[config.mk]
export PLATFORM = sky130hd
export DESIGN_NAME = linear_probe_handle_table_unit_flat
export DESIGN_NICKNAME = d
export VERILOG_FILES = /design/src/design/lpht_pkg.sv /design/src/design/lpht_req_if.sv /design/src/design/lpht_rsp_if.sv /design/src/design/linear_probe_handle_table_unit.sv /design/src/design/lpht_ctrl.sv /design/src/design/lpht_dp.sv /design/src/flat_wrapper.sv
export SDC_FILE = /design/constraint.sdc
export NUM_CORES = 2
export LEC_CHECK = 0
export BUFFER_PORTS_ARGS = -buffer_cell sky130_fd_sc_hd__buf_2
export CAP_MARGIN = 30
export CORE_ASPECT_RATIO = 0.7
export CORE_MARGIN = 5
export CORE_UTILIZATION = 40
export CTS_BUF_LIST = sky130_fd_sc_hd__clkbuf_8
export DETAILED_ROUTE_END_ITERATION = 10
export HOLD_SLACK_MARGIN = 0.15
export PLACE_DENSITY = 0.59
export SYNTH_ARGS = -nofsm -noshare
export SYNTH_HDL_FRONTEND = slang
export SYNTH_HIERARCHICAL = 1
export SYNTH_SLANG_ARGS = --single-unit
export TNS_END_PERCENT = 1
[constraint.sdc]
create_clock -name i_clk -period 5.8 [get_ports i_clk]
set_input_delay 0.58 -clock i_clk [delete_from_list [all_inputs] [get_ports i_clk]]
set_output_delay 0.58 -clock i_clk [all_outputs]
set_load 0.01 [all_outputs]
[src/design/lpht_pkg.sv]
// ----------------------------------------------------------------------------
// lpht_pkg
// Sizes, codes and controller/datapath bundles of the handle table.
// ----------------------------------------------------------------------------
`timescale 1ns / 1ps
`default_nettype none

package lpht_pkg;

    localparam int TABLE_SIZE = 128;
    localparam int SLOT_W     = $clog2(TABLE_SIZE);
    localparam int CNT_W      = $clog2(TABLE_SIZE + 1);
    localparam int HANDLE_W   = 16;
    localparam int IDX_W      = 7;
    localparam int RES_W      = 7;
    localparam int KIND_W     = 2;
    localparam int STATUS_W   = 2;

    typedef enum logic [KIND_W-1:0] {
        KIND_INSERT  = 2'd0,
        KIND_FIND    = 2'd1,
        KIND_RELEASE = 2'd2
    } t_kind;

    typedef enum logic [STATUS_W-1:0] {
        ST_OK      = 2'd0,
        ST_FULL    = 2'd1,
        ST_MISSING = 2'd2
    } t_status;

    typedef enum logic [1:0] {
        RES_ZERO = 2'd0,
        RES_ADDR = 2'd1,
        RES_CHK  = 2'd2
    } t_res_sel;

    typedef struct packed {
        logic     start;
        logic     probe_init;
        logic     ins_step;
        logic     ins_write;
        logic     find_en;
        logic     rel_write;
        logic     res_load;
        t_res_sel res_sel;
        logic     out_load;
        t_status  out_status;
    } t_cmd;

    typedef struct packed {
        logic probe_done;
        logic slot_free;
        logic find_hit;
        logic find_end;
        logic out_free;
    } t_sts;

endpackage

`default_nettype wire

[src/design/lpht_req_if.sv]
// ----------------------------------------------------------------------------
// lpht_req_if
// Request channel: operation kind, handle and slot index.
// ----------------------------------------------------------------------------
`timescale 1ns / 1ps
`default_nettype none

interface lpht_req_if;
    logic                          valid;
    logic                          ready;
    logic [lpht_pkg::KIND_W-1:0]   kind;
    logic [lpht_pkg::HANDLE_W-1:0] handle;
    logic [lpht_pkg::IDX_W-1:0]    slot_index;

    modport source (output valid, kind, handle, slot_index, input ready);
    modport sink   (input valid, kind, handle, slot_index, output ready);
endinterface

`default_nettype wire

[src/design/lpht_rsp_if.sv]
// ----------------------------------------------------------------------------
// lpht_rsp_if
// Response channel: status and result slot.
// ----------------------------------------------------------------------------
`timescale 1ns / 1ps
`default_nettype none

interface lpht_rsp_if;
    logic                          valid;
    logic                          ready;
    logic [lpht_pkg::STATUS_W-1:0] status;
    logic [lpht_pkg::RES_W-1:0]    result_slot;

    modport source (output valid, status, result_slot, input ready);
    modport sink   (input valid, status, result_slot, output ready);
endinterface

`default_nettype wire

[src/design/linear_probe_handle_table_unit.sv]
// ----------------------------------------------------------------------------
// linear_probe_handle_table_unit
// Open-addressing handle table with linear probing over a fixed slot set.
// ----------------------------------------------------------------------------
// One request is in work at a time; a finished response sits in an output
// register so the next request is taken while it waits. The home slot is
// the handle modulo TABLE_SIZE, a power of two, so it is the low handle bits.
// The probe walk then visits one slot a cycle: insert tests the occupied
// flags, find reads one key-memory entry a cycle through its single
// registered read port. The response is loaded once the output register
// is free, and a new request is taken the cycle after that load. Occupied
// flags are flip-flops cleared by reset, so there is no clearing pass.
// ----------------------------------------------------------------------------
`timescale 1ns / 1ps
`default_nettype none

module linear_probe_handle_table_unit (
    input  wire logic  i_clk,
    input  wire logic  i_rst_n,
    lpht_req_if.sink   i_req,
    lpht_rsp_if.source o_rsp
);

    lpht_pkg::t_cmd    cmd;
    lpht_pkg::t_sts    sts;
    lpht_pkg::t_status rsp_status;

    lpht_ctrl u_ctrl (
        .i_clk       (i_clk),
        .i_rst_n     (i_rst_n),
        .i_req_valid (i_req.valid),
        .i_req_kind  (i_req.kind),
        .o_req_ready (i_req.ready),
        .i_sts       (sts),
        .o_cmd       (cmd)
    );

    lpht_dp u_dp (
        .i_clk         (i_clk),
        .i_rst_n       (i_rst_n),
        .i_cmd         (cmd),
        .i_handle      (i_req.handle),
        .i_slot_index  (i_req.slot_index),
        .i_out_ready   (o_rsp.ready),
        .o_sts         (sts),
        .o_out_valid   (o_rsp.valid),
        .o_status      (rsp_status),
        .o_result_slot (o_rsp.result_slot)
    );

    assign o_rsp.status = rsp_status;

endmodule

`default_nettype wire

[src/design/lpht_ctrl.sv]
// ----------------------------------------------------------------------------
// lpht_ctrl
// Operation sequencer: probe walk, release and response hand-off.
// ----------------------------------------------------------------------------
`timescale 1ns / 1ps
`default_nettype none

module lpht_ctrl (
    input  wire logic                        i_clk,
    input  wire logic                        i_rst_n,
    input  wire logic                        i_req_valid,
    input  wire logic [lpht_pkg::KIND_W-1:0] i_req_kind,
    output logic                             o_req_ready,
    input  wire lpht_pkg::t_sts              i_sts,
    output lpht_pkg::t_cmd                   o_cmd
);

    typedef enum logic [2:0] {
        S_IDLE,
        S_INIT,
        S_INS,
        S_FIND,
        S_REL,
        S_RESP
    } t_state;

    t_state                      r_state,  n_state;
    logic [lpht_pkg::KIND_W-1:0] r_kind,   n_kind;
    lpht_pkg::t_status           r_status, n_status;

    always_comb begin
        n_state          = r_state;
        n_kind           = r_kind;
        n_status         = r_status;
        o_cmd            = '0;
        o_cmd.res_sel    = lpht_pkg::RES_ZERO;
        o_cmd.out_status = r_status;
        case (r_state)
            S_IDLE: begin
                if (i_req_valid) begin
                    o_cmd.start = 1'b1;
                    n_kind      = i_req_kind;
                    n_status    = lpht_pkg::ST_OK;
                    case (i_req_kind)
                        lpht_pkg::KIND_INSERT,
                        lpht_pkg::KIND_FIND: begin
                            n_state = S_INIT;
                        end
                        lpht_pkg::KIND_RELEASE: begin
                            n_state = S_REL;
                        end
                        default: begin
                            o_cmd.res_load = 1'b1;
                            n_state        = S_RESP;
                        end
                    endcase
                end
            end
            S_INIT: begin
                o_cmd.probe_init = 1'b1;
                n_state = (r_kind == lpht_pkg::KIND_INSERT) ? S_INS : S_FIND;
            end
            S_INS: begin
                if (i_sts.probe_done) begin
                    o_cmd.res_load = 1'b1;
                    n_status       = lpht_pkg::ST_FULL;
                    n_state        = S_RESP;
                end else if (i_sts.slot_free) begin
                    o_cmd.ins_write = 1'b1;
                    o_cmd.res_load  = 1'b1;
                    o_cmd.res_sel   = lpht_pkg::RES_ADDR;
                    n_state         = S_RESP;
                end else begin
                    o_cmd.ins_step = 1'b1;
                end
            end
            S_FIND: begin
                o_cmd.find_en = 1'b1;
                if (i_sts.find_hit) begin
                    o_cmd.res_load = 1'b1;
                    o_cmd.res_sel  = lpht_pkg::RES_CHK;
                    n_state        = S_RESP;
                end else if (i_sts.find_end) begin
                    o_cmd.res_load = 1'b1;
                    n_status       = lpht_pkg::ST_MISSING;
                    n_state        = S_RESP;
                end
            end
            S_REL: begin
                o_cmd.rel_write = 1'b1;
                o_cmd.res_load  = 1'b1;
                n_state         = S_RESP;
            end
            S_RESP: begin
                if (i_sts.out_free) begin
                    o_cmd.out_load = 1'b1;
                    n_state        = S_IDLE;
                end
            end
            default: begin
                n_state = S_IDLE;
            end
        endcase
    end

    always_ff @(posedge i_clk) begin
        if (!i_rst_n) begin
            r_state  <= S_IDLE;
            r_kind   <= lpht_pkg::KIND_INSERT;
            r_status <= lpht_pkg::ST_OK;
        end else begin
            r_state  <= n_state;
            r_kind   <= n_kind;
            r_status <= n_status;
        end
    end

    assign o_req_ready = (r_state == S_IDLE);

endmodule

`default_nettype wire

[src/design/lpht_dp.sv]
// ----------------------------------------------------------------------------
// lpht_dp
// Slot store, home-slot select, probe walk and response register.
// ----------------------------------------------------------------------------
`timescale 1ns / 1ps
`default_nettype none

module lpht_dp (
    input  wire logic                          i_clk,
    input  wire logic                          i_rst_n,
    input  wire lpht_pkg::t_cmd                i_cmd,
    input  wire logic [lpht_pkg::HANDLE_W-1:0] i_handle,
    input  wire logic [lpht_pkg::IDX_W-1:0]    i_slot_index,
    input  wire logic                          i_out_ready,
    output lpht_pkg::t_sts                     o_sts,
    output logic                               o_out_valid,
    output lpht_pkg::t_status                  o_status,
    output logic [lpht_pkg::RES_W-1:0]         o_result_slot
);

    localparam int SLOT_W = lpht_pkg::SLOT_W;
    localparam int CNT_W  = lpht_pkg::CNT_W;
    localparam int CMP_W  = (lpht_pkg::IDX_W > CNT_W) ? lpht_pkg::IDX_W : CNT_W;

    logic [lpht_pkg::HANDLE_W-1:0] r_handle;
    logic [lpht_pkg::IDX_W-1:0]    r_idx;

    logic [SLOT_W-1:0]             r_addr, n_addr;
    logic [CNT_W-1:0]              r_cnt;
    logic [lpht_pkg::TABLE_SIZE-1:0] r_used;
    logic [lpht_pkg::HANDLE_W-1:0] r_key_mem [lpht_pkg::TABLE_SIZE];
    logic [lpht_pkg::HANDLE_W-1:0] r_key_q;
    logic                          r_used_q;
    logic [SLOT_W-1:0]             r_chk_slot;
    logic                          r_chk_vld;

    logic [SLOT_W-1:0]             r_res_slot;
    logic                          r_out_vld;
    lpht_pkg::t_status             r_out_status;
    logic [lpht_pkg::RES_W-1:0]    r_out_slot;

    logic [SLOT_W-1:0]             home_slot;
    logic                          probe_last;
    logic                          issue;
    logic                          rel_ok;
    logic [SLOT_W-1:0]             rel_addr;

    assign home_slot  = SLOT_W'(r_handle % lpht_pkg::TABLE_SIZE);
    assign probe_last = (r_addr == SLOT_W'(lpht_pkg::TABLE_SIZE - 1));
    assign n_addr     = probe_last ? '0 : r_addr + 1'b1;
    assign issue      = i_cmd.find_en && (r_cnt != CNT_W'(lpht_pkg::TABLE_SIZE));
    assign rel_ok     = CMP_W'(r_idx) < CMP_W'(lpht_pkg::TABLE_SIZE);
    assign rel_addr   = SLOT_W'(r_idx);

    always_ff @(posedge i_clk) begin
        if (i_cmd.start) begin
            r_handle <= i_handle;
            r_idx    <= i_slot_index;
        end
    end

    always_ff @(posedge i_clk) begin
        if (i_cmd.probe_init) begin
            r_addr <= home_slot;
            r_cnt  <= '0;
        end else if (i_cmd.ins_step || issue) begin
            r_addr <= n_addr;
            r_cnt  <= r_cnt + 1'b1;
        end
    end

    always_ff @(posedge i_clk) begin
        if (!i_rst_n) begin
            r_used <= '0;
        end else if (i_cmd.ins_write) begin
            r_used[r_addr] <= 1'b1;
        end else if (i_cmd.rel_write && rel_ok) begin
            r_used[rel_addr] <= 1'b0;
        end
    end

    always_ff @(posedge i_clk) begin
        if (i_cmd.ins_write) begin
            r_key_mem[r_addr] <= r_handle;
        end
        r_key_q    <= r_key_mem[r_addr];
        r_used_q   <= r_used[r_addr];
        r_chk_slot <= r_addr;
    end

    always_ff @(posedge i_clk) begin
        if (!i_rst_n) begin
            r_chk_vld <= 1'b0;
        end else begin
            r_chk_vld <= issue;
        end
    end

    always_ff @(posedge i_clk) begin
        if (i_cmd.res_load) begin
            case (i_cmd.res_sel)
                lpht_pkg::RES_ADDR: r_res_slot <= r_addr;
                lpht_pkg::RES_CHK:  r_res_slot <= r_chk_slot;
                default:            r_res_slot <= '0;
            endcase
        end
    end

    always_ff @(posedge i_clk) begin
        if (!i_rst_n) begin
            r_out_vld <= 1'b0;
        end else if (i_cmd.out_load) begin
            r_out_vld <= 1'b1;
        end else if (i_out_ready) begin
            r_out_vld <= 1'b0;
        end
    end

    always_ff @(posedge i_clk) begin
        if (i_cmd.out_load) begin
            r_out_status <= i_cmd.out_status;
            r_out_slot   <= lpht_pkg::RES_W'(r_res_slot);
        end
    end

    assign o_sts.probe_done = (r_cnt == CNT_W'(lpht_pkg::TABLE_SIZE));
    assign o_sts.slot_free  = !r_used[r_addr];
    assign o_sts.find_hit   = r_chk_vld && r_used_q && (r_key_q == r_handle);
    assign o_sts.find_end   = (r_cnt == CNT_W'(lpht_pkg::TABLE_SIZE)) && !r_chk_vld;
    assign o_sts.out_free   = !r_out_vld || i_out_ready;

    assign o_out_valid   = r_out_vld;
    assign o_status      = r_out_status;
    assign o_result_slot = r_out_slot;

endmodule

`default_nettype wire

[src/flat_wrapper.sv]
// flat-port wrapper written by rule: the top's interface ports become plain ports
module linear_probe_handle_table_unit_flat 
  (i_clk, i_rst_n, i_req_valid, i_req_kind, i_req_handle, i_req_slot_index, i_req_ready, o_rsp_valid, o_rsp_status, o_rsp_result_slot, o_rsp_ready);
  lpht_req_if i_req_i ();
  lpht_rsp_if o_rsp_i ();
  input  wire logic i_clk;
  input  wire logic i_rst_n;
  input wire logic [$bits(i_req_i.valid)-1:0] i_req_valid;
  input wire logic [$bits(i_req_i.kind)-1:0] i_req_kind;
  input wire logic [$bits(i_req_i.handle)-1:0] i_req_handle;
  input wire logic [$bits(i_req_i.slot_index)-1:0] i_req_slot_index;
  output wire logic [$bits(i_req_i.ready)-1:0] i_req_ready;
  output wire logic [$bits(o_rsp_i.valid)-1:0] o_rsp_valid;
  output wire logic [$bits(o_rsp_i.status)-1:0] o_rsp_status;
  output wire logic [$bits(o_rsp_i.result_slot)-1:0] o_rsp_result_slot;
  input wire logic [$bits(o_rsp_i.ready)-1:0] o_rsp_ready;
  assign i_req_i.valid = i_req_valid;
  assign i_req_i.kind = i_req_kind;
  assign i_req_i.handle = i_req_handle;
  assign i_req_i.slot_index = i_req_slot_index;
  assign i_req_ready = i_req_i.ready;
  assign o_rsp_valid = o_rsp_i.valid;
  assign o_rsp_status = o_rsp_i.status;
  assign o_rsp_result_slot = o_rsp_i.result_slot;
  assign o_rsp_i.ready = o_rsp_ready;
  linear_probe_handle_table_unit u_core (.i_clk(i_clk), .i_rst_n(i_rst_n), .i_req(i_req_i), .o_rsp(o_rsp_i));
endmodule
==> flow_metrics.py <==
metrics = {
    "status": {
        "outcome": "complete, no violations",
    },
    "route": {
        "routedWlPerCell_microns": 32.9,
        "drtAntennaViolNets": 0,
        "wl_microns": 284000,
        "route.detailed.drc": 0,
        "avgViaCountPerCell": 6.30,
        "drt_iter0_markers": 8807,
        "dr.pass1.iters": 6,
        "routed-via-count": 54400,
    },
    "setup_path": {
        "cp-end-kind": "flop",
        "r2r_cells": 12,
        "critical_path_required_ns": 6.42,
        "crit_type": "flop to flop",
        "start_kind": "flop",
        "reg2reg_from": "u_core/u_dp/r_addr[0]",
        "reg2reg_slack_ns": 0.62,
        "critical_path_arrival_ns": 5.80,
        "critPathMaxFanout": 24,
        "reg2reg_to": "u_core/u_dp/r_key_mem[73][0]",
    },
    "floorplan": {
        "die_height_microns": 401,
        "rows": 143,
        "start_util": 0.402,
        "coreArea_sq_um": 217000,
        "die_w_microns": 568,
        "boundaryPins": 40,
        "dieArea_sq_um": 228000,
    },
    "placement": {
        "port-buffer-count": 39,
        "dpl-instance-area_sq_um": 92000,
        "place_ws_ns": 0.866,
        "gp_congestion": 0.917,
        "dpl.hpwl_microns": 171000,
    },
    "synthesis": {
        "dominantRegCellSynth": "edfxtp_1",
        "syn_inst": 5137,
        "ys_seq_elements": 2263,
        "yosysSeqAreaShare": 0.760,
        "synth_fp_nets": 5171,
        "yosysTopAreaCell": "edfxtp_1",
        "synth_top_area_share": 0.721,
        "synth_area_per_cell_sq_um": 17.0,
        "ys_types": 83,
        "synth_area_leaders": "edfxtp_1 72%, a221oi_1 4.6%, dfxtp_1 3.9%",
        "synth_edf_count": 2094,
        "syn-cell-area_sq_um": 87200,
        "yosysWarnings": 6,
        "synthTopCellsByCount": "2,094 x edfxtp_1, 459 x a221oi_1, 368 x nor2_1, 256 x mux2i_1, 197 x buf_2",
        "synthArstFlopShare": 0,
        "synth_most_common_cell": "edfxtp_1",
    },
    "sta": {
        "fin_tns_setup_ns": 0,
        "slew_viol_final": 0,
        "setup_ws_ns": 0.623,
        "rsz0062_at_grt": "no",
        "final.min_clock_period_ns": 5.18,
        "max_freq_ghz": 0.193,
        "finalCritPeriodShare": 0.893,
        "finalClockSkew_ns": 0.0975,
        "setup_violations": 0,
        "slew_headroom": 0.105,
        "tightestPinTransition_ns": 1.34,
        "hold_viol": 0,
    },
    "cells_and_area": {
        "drive_above_1_share": 0.194,
        "fin_area_sq_um": 98300,
        "area_growth_syn_to_layout_pct": 12.7,
        "finalNetCount": 5514,
    },
    "clock_tree": {
        "cts_setup_buffers": 0,
        "tritoncts": "done",
        "clk_path_buf_depth": 4,
        "root_buffer": "clkbuf_8",
        "clock-sinks": 2263,
        "cts_buffers": 330,
        "clkTransAtPathRegs_ns": 0.07,
        "h-tree-depth": 5,
        "clk_latency_ns": 1.00,
        "cts_resized": 0,
    },
    "hold_path": {
        "min_from": "i_rst_n",
        "holdPathStages": 3,
        "holdCritPathClass": "primary input to flop",
        "min_to": "u_core/u_ctrl/r_state[0]",
    },
    "global_routing": {
        "grt_pass1_vias": 51100,
        "grt_max_degree": 130,
        "grt.total_usage": 0.241,
        "grt_pass1_wl_microns": 398000,
        "antenna_found_initial": 11,
        "grt_overflow_total": 0,
    },
    "power_and_ir_drop": {
        "power_density_nw_per_um2": 496,
        "finalPower_uw": 48800,
        "ir_drop_mv": 0.532,
        "static-leakage-power_uw": 0.0316,
    },
    "run": {
        "maxCapViolCount": 0,
    },
}
[state kept, by name, indices dropped and copies added, names as in the netlist, 3 cells and up]
register / count
u_core/u_dp/r_key_mem: 2048
u_core/u_dp/r_used: 128
u_core/u_dp/r_handle: 16
u_core/u_dp/r_key_q: 16
u_core/u_dp/r_cnt: 8
u_core/u_dp/o_result_slot: 7
u_core/u_dp/r_addr: 7
u_core/u_dp/r_chk_slot: 7
u_core/u_dp/r_idx: 7
u_core/u_dp/r_res_slot: 7
u_core/u_ctrl/r_state: 3
[per-layer routing]
layer | global-route usage | vias to the layer above | wire length [microns]
met1 | 0.367 | 28100 | 121000
met2 | 0.322 | 3731 | 115000
met3 | 0.0867 | 467 | 40700
li1 | - | 22200 | -
met5 | 0 | - | 75
met4 | 0.0680 | 10 | 8130
[what timing repair did]
action / 4_1_cts / 5_1_grt
setup endpoints to repair: 0 / 0
hold buffers: 28 / 0
endpoints found under the hold margin: 36 / 0
[final cells by class]
class | instances | area [sq um]
sequential | 2263 | 66300
inverter | 16 | 70.1
clock inverter | 246 | 1250
multi-input combinational | 2451 | 19100
clock buffer | 340 | 4680
antenna | 3 | 7.51
fill | 18700 | 119000
tap | 2900 | 3630
timing repair buffer | 418 | 3290
[cells by family after synthesis]
kind of cell             share of synthesized area
AO/OA/AOI/OAI                                0.130
flip-flops                                   0.760
buffers and inverters                       0.0253
XOR/XNOR                                   0.00271
adder cells (fa/ha/maj)                   0.000717
AND/OR/NAND/NOR                             0.0376
multiplexers                                0.0439
[worst max path at each step]
stage / endpoint / cells after the start / start / slack, ns
2_1_floorplan: u_core/u_dp/r_used[74] / 14 / u_core/u_dp/r_addr[0] / 1.0
3_3_place_gp: u_core/u_dp/r_used[107] / 13 / u_core/u_dp/r_addr[0] / 0.90
3_5_place_dp: u_core/u_dp/r_key_mem[73][0] / 12 / u_core/u_dp/r_addr[0] / 0.87
4_1_cts: u_core/u_dp/r_key_mem[73][0] / 12 / u_core/u_dp/r_addr[0] / 0.78
5_1_grt: u_core/u_dp/r_key_mem[73][11] / 12 / u_core/u_dp/r_addr[0] / 0.47
6_report: u_core/u_dp/r_key_mem[73][0] / 12 / u_core/u_dp/r_addr[0] / 0.62
[critical path, cell delays in order, from the launching register on]
cell,delay [ns]
edfxtp_1,0.69
nor2b_4,0.32
buf_12,0.22
a221oi_1,0.33
nor2_1,0.08
nor3_1,0.36
or4_1,0.26
and4_1,0.34
nor4b_2,0.61
buf_4,0.28
nand3_1,0.41
nor3_2,0.57
buf_4,0.32
[power by group]
part           total (uW)  leakage (uW)  switching [uW]  internal (uW)
clock network       11900       0.00348            6170           5740
logic               17700       0.00788           12800           4860
registers           19200        0.0202             334          18900
[cells in the final DEF (no fill, tap or decap), types with 91 or more instances in the layout]
cell type	netlist	layout
a221oi_1	459	459
edfxtp_1	2094	2094
mux2i_1	256	256
o21ai_0	91	91
buf_4	52	329
inv_1	12	135
o221a_2	135	135
o22ai_1	112	112
dfxtp_1	169	169
nor2_1	368	300
a22oi_1	190	190
clkbuf_8	0	340
[stage by stage]
step	std cells	hold WS, ns	util
2_1_floorplan	5137	0.343	-
3_3_place_gp	8008	0.407	0.424
3_5_place_dp	8016	0.406	0.424
4_1_cts	8630	0.221	0.453
5_1_grt	8636	0.234	0.453
6_report	8637	0.238	0.453
Power figures use the tool's default switching activity.
